## config.mk

```make
export PLATFORM = sky130hd
export DESIGN_NAME = dmdpt_ram
export DESIGN_NICKNAME = d
export VERILOG_FILES = /design/src/hw/rtl/dmdpt_ram.sv
export SDC_FILE = /design/constraint.sdc
export NUM_CORES = 1
export LEC_CHECK = 0
export BUFFER_PORTS_ARGS = -buffer_cell sky130_fd_sc_hd__buf_4
export CAP_MARGIN = 30
export CORE_MARGIN = 3
export CORE_UTILIZATION = 50
export DETAILED_ROUTE_END_ITERATION = 16
export PLACE_DENSITY = 0.67
export SLEW_MARGIN = 20
export SYNTH_ARGS = -nofsm -noshare
export SYNTH_HDL_FRONTEND = slang
export SYNTH_SLANG_ARGS = --single-unit
export TNS_END_PERCENT = 100
```

## constraint.sdc

```tcl
create_clock -name clk -period 2.4 [get_ports clk]
set_clock_uncertainty 0.2 [all_clocks]
set_input_delay 0.36 -clock clk [delete_from_list [all_inputs] [get_ports clk]]
set_output_delay 0.36 -clock clk [all_outputs]
set_load 0.005 [all_outputs]
```

## src/hw/rtl/dmdpt_ram.sv

```systemverilog
// generic simple dual-port ram: one write port, one read port with registered data
// no dependencies

module dmdpt_ram #(
    parameter int WIDTH = 8,
    parameter int DEPTH = 16
) (
    input  logic                     clk,
    input  logic                     we,
    input  logic [$clog2(DEPTH)-1:0] waddr,
    input  logic [WIDTH-1:0]         wdata,
    input  logic                     re,
    input  logic [$clog2(DEPTH)-1:0] raddr,
    output logic [WIDTH-1:0]         rdata
);

    logic [WIDTH-1:0] mem [DEPTH];

    always_ff @(posedge clk) begin
        if (we) begin
            mem[waddr] <= wdata;
        end
    end

    always_ff @(posedge clk) begin
        if (re) begin
            rdata <= mem[raddr];
        end
    end

endmodule
```

## Word-level counts from Yosys, hierarchy flattened

Memory sizes are Yosys's and may differ from the RTL's. A register that Yosys moved wholly into a read port is not among the register bits.
Index checks and enable logic that the tools add are counted.

| operators by class | value |
|---|---|
| mux-type cells | 2 |

Operators by type and width:

| cell | count |
|---|---|
| $mux W1 | 2 |

| storage, ports and cells | value |
|---|---|
| register bits after elaboration | 0 |
| RAM bits | 128 |
| output and inout bits | 8 |
| word-level logic and storage cells | 3 |
| memories kept | 1 |

Memories:

| name | words | width | read ports | clocked after memory_dff | write ports | RTL line | source |
|---|---|---|---|---|---|---|---|
| mem | 16 | 8 | 1 | 1 | 1 | 17 | `logic [WIDTH-1:0] mem [DEPTH];` |

## Logic depth before layout (Yosys ltp)

| depth | value |
|---|---|
| depth in word-level cells | 2 |
| gate-level depth with buffers | 5 |

## Worst setup path after synthesis

OpenSTA, ideal clock, no wires.

| timing | value |
|---|---|
| path type | input -> register |
| from | in waddr[2] |
| to | mem mem[0][0] (enable) |
| library setup time | 383 ps |
| data arrival time | 1470 ps |
| data required time | 1817 ps |
| setup slack | 347 ps |
| stages on the path | 2 |
| buffers on the path | 0 |
| path through | or3b_2 nor3_1 |

RTL lines:

| what | RTL line | source |
|---|---|---|
| start: declaration | 10 | `input logic [$clog2(DEPTH)-1:0] waddr,` |
| end: declaration | 17 |  |

Straight into the memory's write port.

==> reports/results.md <==
| Metric | This run |
|---|---|
| Global-route wire length before repair | 15800 um |
| Layout Utilization | 64.4% |
| Fraction of the cycle the final worst path needs | 71.3% |
| Category of the worst setup path launch point | flip-flop |
| Total Die Area | 0.0117 mm^2 |
| Share of cells above drive strength 1 | 31.5% |
| Vias after detailed routing | 2504 |
| Internal power component | 4590 uW |
| Total track usage | 19.9% |
| Number of distinct library cells after synthesis | 18 |
| Synth top area cells | sky130_fd_sc_hd__edfxtp_1 78%, sky130_fd_sc_hd__mux4_2 7.8%, sky130_fd_sc_hd__mux4_1 7.0% |
| Synthesized net count | 248 |
| Part of the Yosys area used for sequential elements | 78.1% |
| Final Hold Violating Endpoints | 0 |
| Overall die width | 108 um |
| Leakage power | 0.00219 uW |
| R2R Path Start | mem[2][5]$_DFFE_PP_ |
| IO Port Bufs | 26 |
| Cell Pwr Density | 881 mW/mm^2 |
| Worst voltage drop across the vdd grid | 0.472 mV |
| Total standard cell area after synthesis | 0.00523 mm^2 |
| Total of cells resized after clock tree synthesis | 0 |
| Capturing element type of the critical path | flip-flop |
| Peak Freq | 585 MHz |
| R2r worst-path depth | 3 |
| Share of power burned in combinational logic | 4.8% |
| Net switching power figure | 1060 uW |
| Longest Clk Path Bufs | 2 |
| Worst setup path class | reg2reg |
| Worst Path Arrival | 1.77 ns |
| Sum of met2 wire segment lengths after detailed routing | 5360 um |
| Critical-path maximum fanout | 1 |
| Sequential share of power | 47.7% |
| H-tree depth reported by CTS | 4 |
| Number of diodes | 0 |
| Routability congestion estimate | 0.756 |
| Hold-critical path endpoint | mem[0][2]$_DFFE_PP_ |
| Vertical die dimension | 108 um |
| Wire length per cell | 23.2 um |
| RSZ-0062 raised after global routing | no |
| Minimum clock period | 1.71 ns |
| Clock slew at reported path FFs | 0.06 ns |
| P&R area growth vs syn | 22.5% |
| Worst hold path cell count | 3 |
| Crit Reg-Reg Endpoint | rdata[5]$_DFFE_PP_ |
| Total number of nets in the final design | 314 |
| Number of DRC markers in iteration 0 | 256 |
| Final slew viol count | 0 |
| Number of clock buffers inserted by TritonCTS | 17 |
| Number of primary I/O pins | 27 |
| Met3 Routed Length | 840 um |
| Detailed-placement wirelength estimate | 6470 um |
| Commonest non-fill, non-tap cells in the layout | 136 x sky130_fd_sc_hd__edfxtp_1, 46 x sky130_fd_sc_hd__buf_4, 18 x sky130_fd_sc_hd__mux4_2 |
| Flop2flop setup slack | 0.69 ns |
| Fraction of power spent switching nets | 18.7% |
| Source of the worst hold timing path | waddr[1] |
| Largest net degree at the start of global routing | 29 |
| Hold_buf cts | 9 |
| Post-route setup TNS | 0 ns |
| Vias in the first global route | 2601 |
| Synth area leader | sky130_fd_sc_hd__edfxtp_1 |
| Min-Delay Path Class | in2reg |
| Number of sinks on the clock net | 136 |
| Number of design rule violations left after detail routing | 0 |
| Post-CTS Setup Repair Bufs | 0 |
| CTS tree | done |
| Number of failing setup endpoints in the final timing report | 0 |
| Synthesized instance count | 229 |
| Antenna violations before repair | 0 |
| Ratio of routed vias to standard cells | 5.68 |
| Met1 wire length | 3970 um |
| Starting density of the core | 52.5% |
| Final antenna-violating net count | 0 |
| Placement row count | 36 |
| Avg Cell Area, Syn | 22.8 um^2 |
| Result of the run | finished clean |
| Highest metal used | met4 |
| Area of the core | 0.00995 mm^2 |
| Synthesized flop and latch total | 136 |
| Part of the total power dissipated in the clock network | 47.5% |
| Total Wirelength | 10200 um |
| Most common library cell in the layout ignoring fill and taps | sky130_fd_sc_hd__edfxtp_1 |
| Clock tree root driver cell | sky130_fd_sc_hd__clkbuf_8 |
| Required time at the endpoint of the critical path | 2.46 ns |
| Initial DRT Pass Iterations | 4 |
| Synth warn | 0 |
| Worst slew pin tran | 0.432 ns |
| Max Cap Violations | 0 |
| Max-Slew Margin vs Limit | 71.1% |
| Share of Yosys cell area claimed by the top area cell type | 78.1% |
| Total congestion overflow after global routing | 0 |
| Clock latency on the worst-skew pair | 0.52 ns |
-- worst max-delay path, stage by stage, from the launching register on --
cell                       delay, ns
sky130_fd_sc_hd__edfxtp_1       0.37
sky130_fd_sc_hd__mux4_1         0.52
sky130_fd_sc_hd__a22oi_1        0.25
sky130_fd_sc_hd__nand2_1        0.10
-- synthesized netlist by cell type (all sizes together) --
cell and number:
edfxtp 136, mux4 32, a22oi 16, nor2 13
nand2 9, buf 7, nor3 4, clkdlybuf4s25 3
nand2b 2, nand3b 2, and2 1, and2b 1
nand3 1, nor2b 1, or3b 1
-- cell type report --
type                    count  area (um^2)
clock buffers              18          418
clock inverters            14          205
fillers                   652         3550
multi-input cells          83         1060
flip-flops and latches    136         4080
well taps                 133          166
repair buffers             57          475
-- flip-flops by register name (all words and copies together), names as in the netlist --
signal	count
rdata	8
mem	128
-- power groups by stage --
stage                     registers, uW  logic [uW]  clock network, uW
after floorplan                    2740         135                  0
after global placement             2740         258                  0
after detailed placement           2740         264                  0
after CTS                          2690         277               2730
after global routing               2700         293               2840
final                              2690         271               2680
-- routing by layer --
metal	vias up	track usage (%)
li1	1114	-
met1	1280	25.8
met2	105	31.8
met3	5	7.16
met4	0	6.49
met5	-	0
-- cells by family (layout without fill, tap and decap cells) --
group,after synthesis,after routing,share of synthesized area [%]
DFF,136,136,78.1
muxes,32,32,14.8
AOI/OAI and AO/OA,16,16,2.30
and+or+nand+nor,35,35,3.14
buffers and inverters,10,89,1.65
-- worst max path at each step --
stage | start | to | depth (start not counted)
after floorplan | waddr[2] | mem[0][0]$_DFFE_PP_ | 2
after global placement | raddr[0] | rdata[1]$_DFFE_PP_ | 5
after detailed placement | raddr[0] | rdata[1]$_DFFE_PP_ | 5
after CTS | mem[2][5]$_DFFE_PP_ | rdata[5]$_DFFE_PP_ | 3
after global routing | mem[0][7]$_DFFE_PP_ | rdata[7]$_DFFE_PP_ | 3
final | mem[2][5]$_DFFE_PP_ | rdata[5]$_DFFE_PP_ | 3
-- through the flow --
stage	setup WS, ns	total power [uW]	hold slack (ns)	area, um^2	instances
after global routing	0.650	5830	0.112	6410	441
after detailed placement	0.245	3000	0.477	5690	400
after global placement	0.249	3000	0.471	5690	400
after floorplan	0.347	2870	0.259	5230	229
final	0.689	5640	0.134	6410	441
after CTS	0.670	5700	0.100	6410	441
No activity file was read; power rests on OpenSTA's default activity.
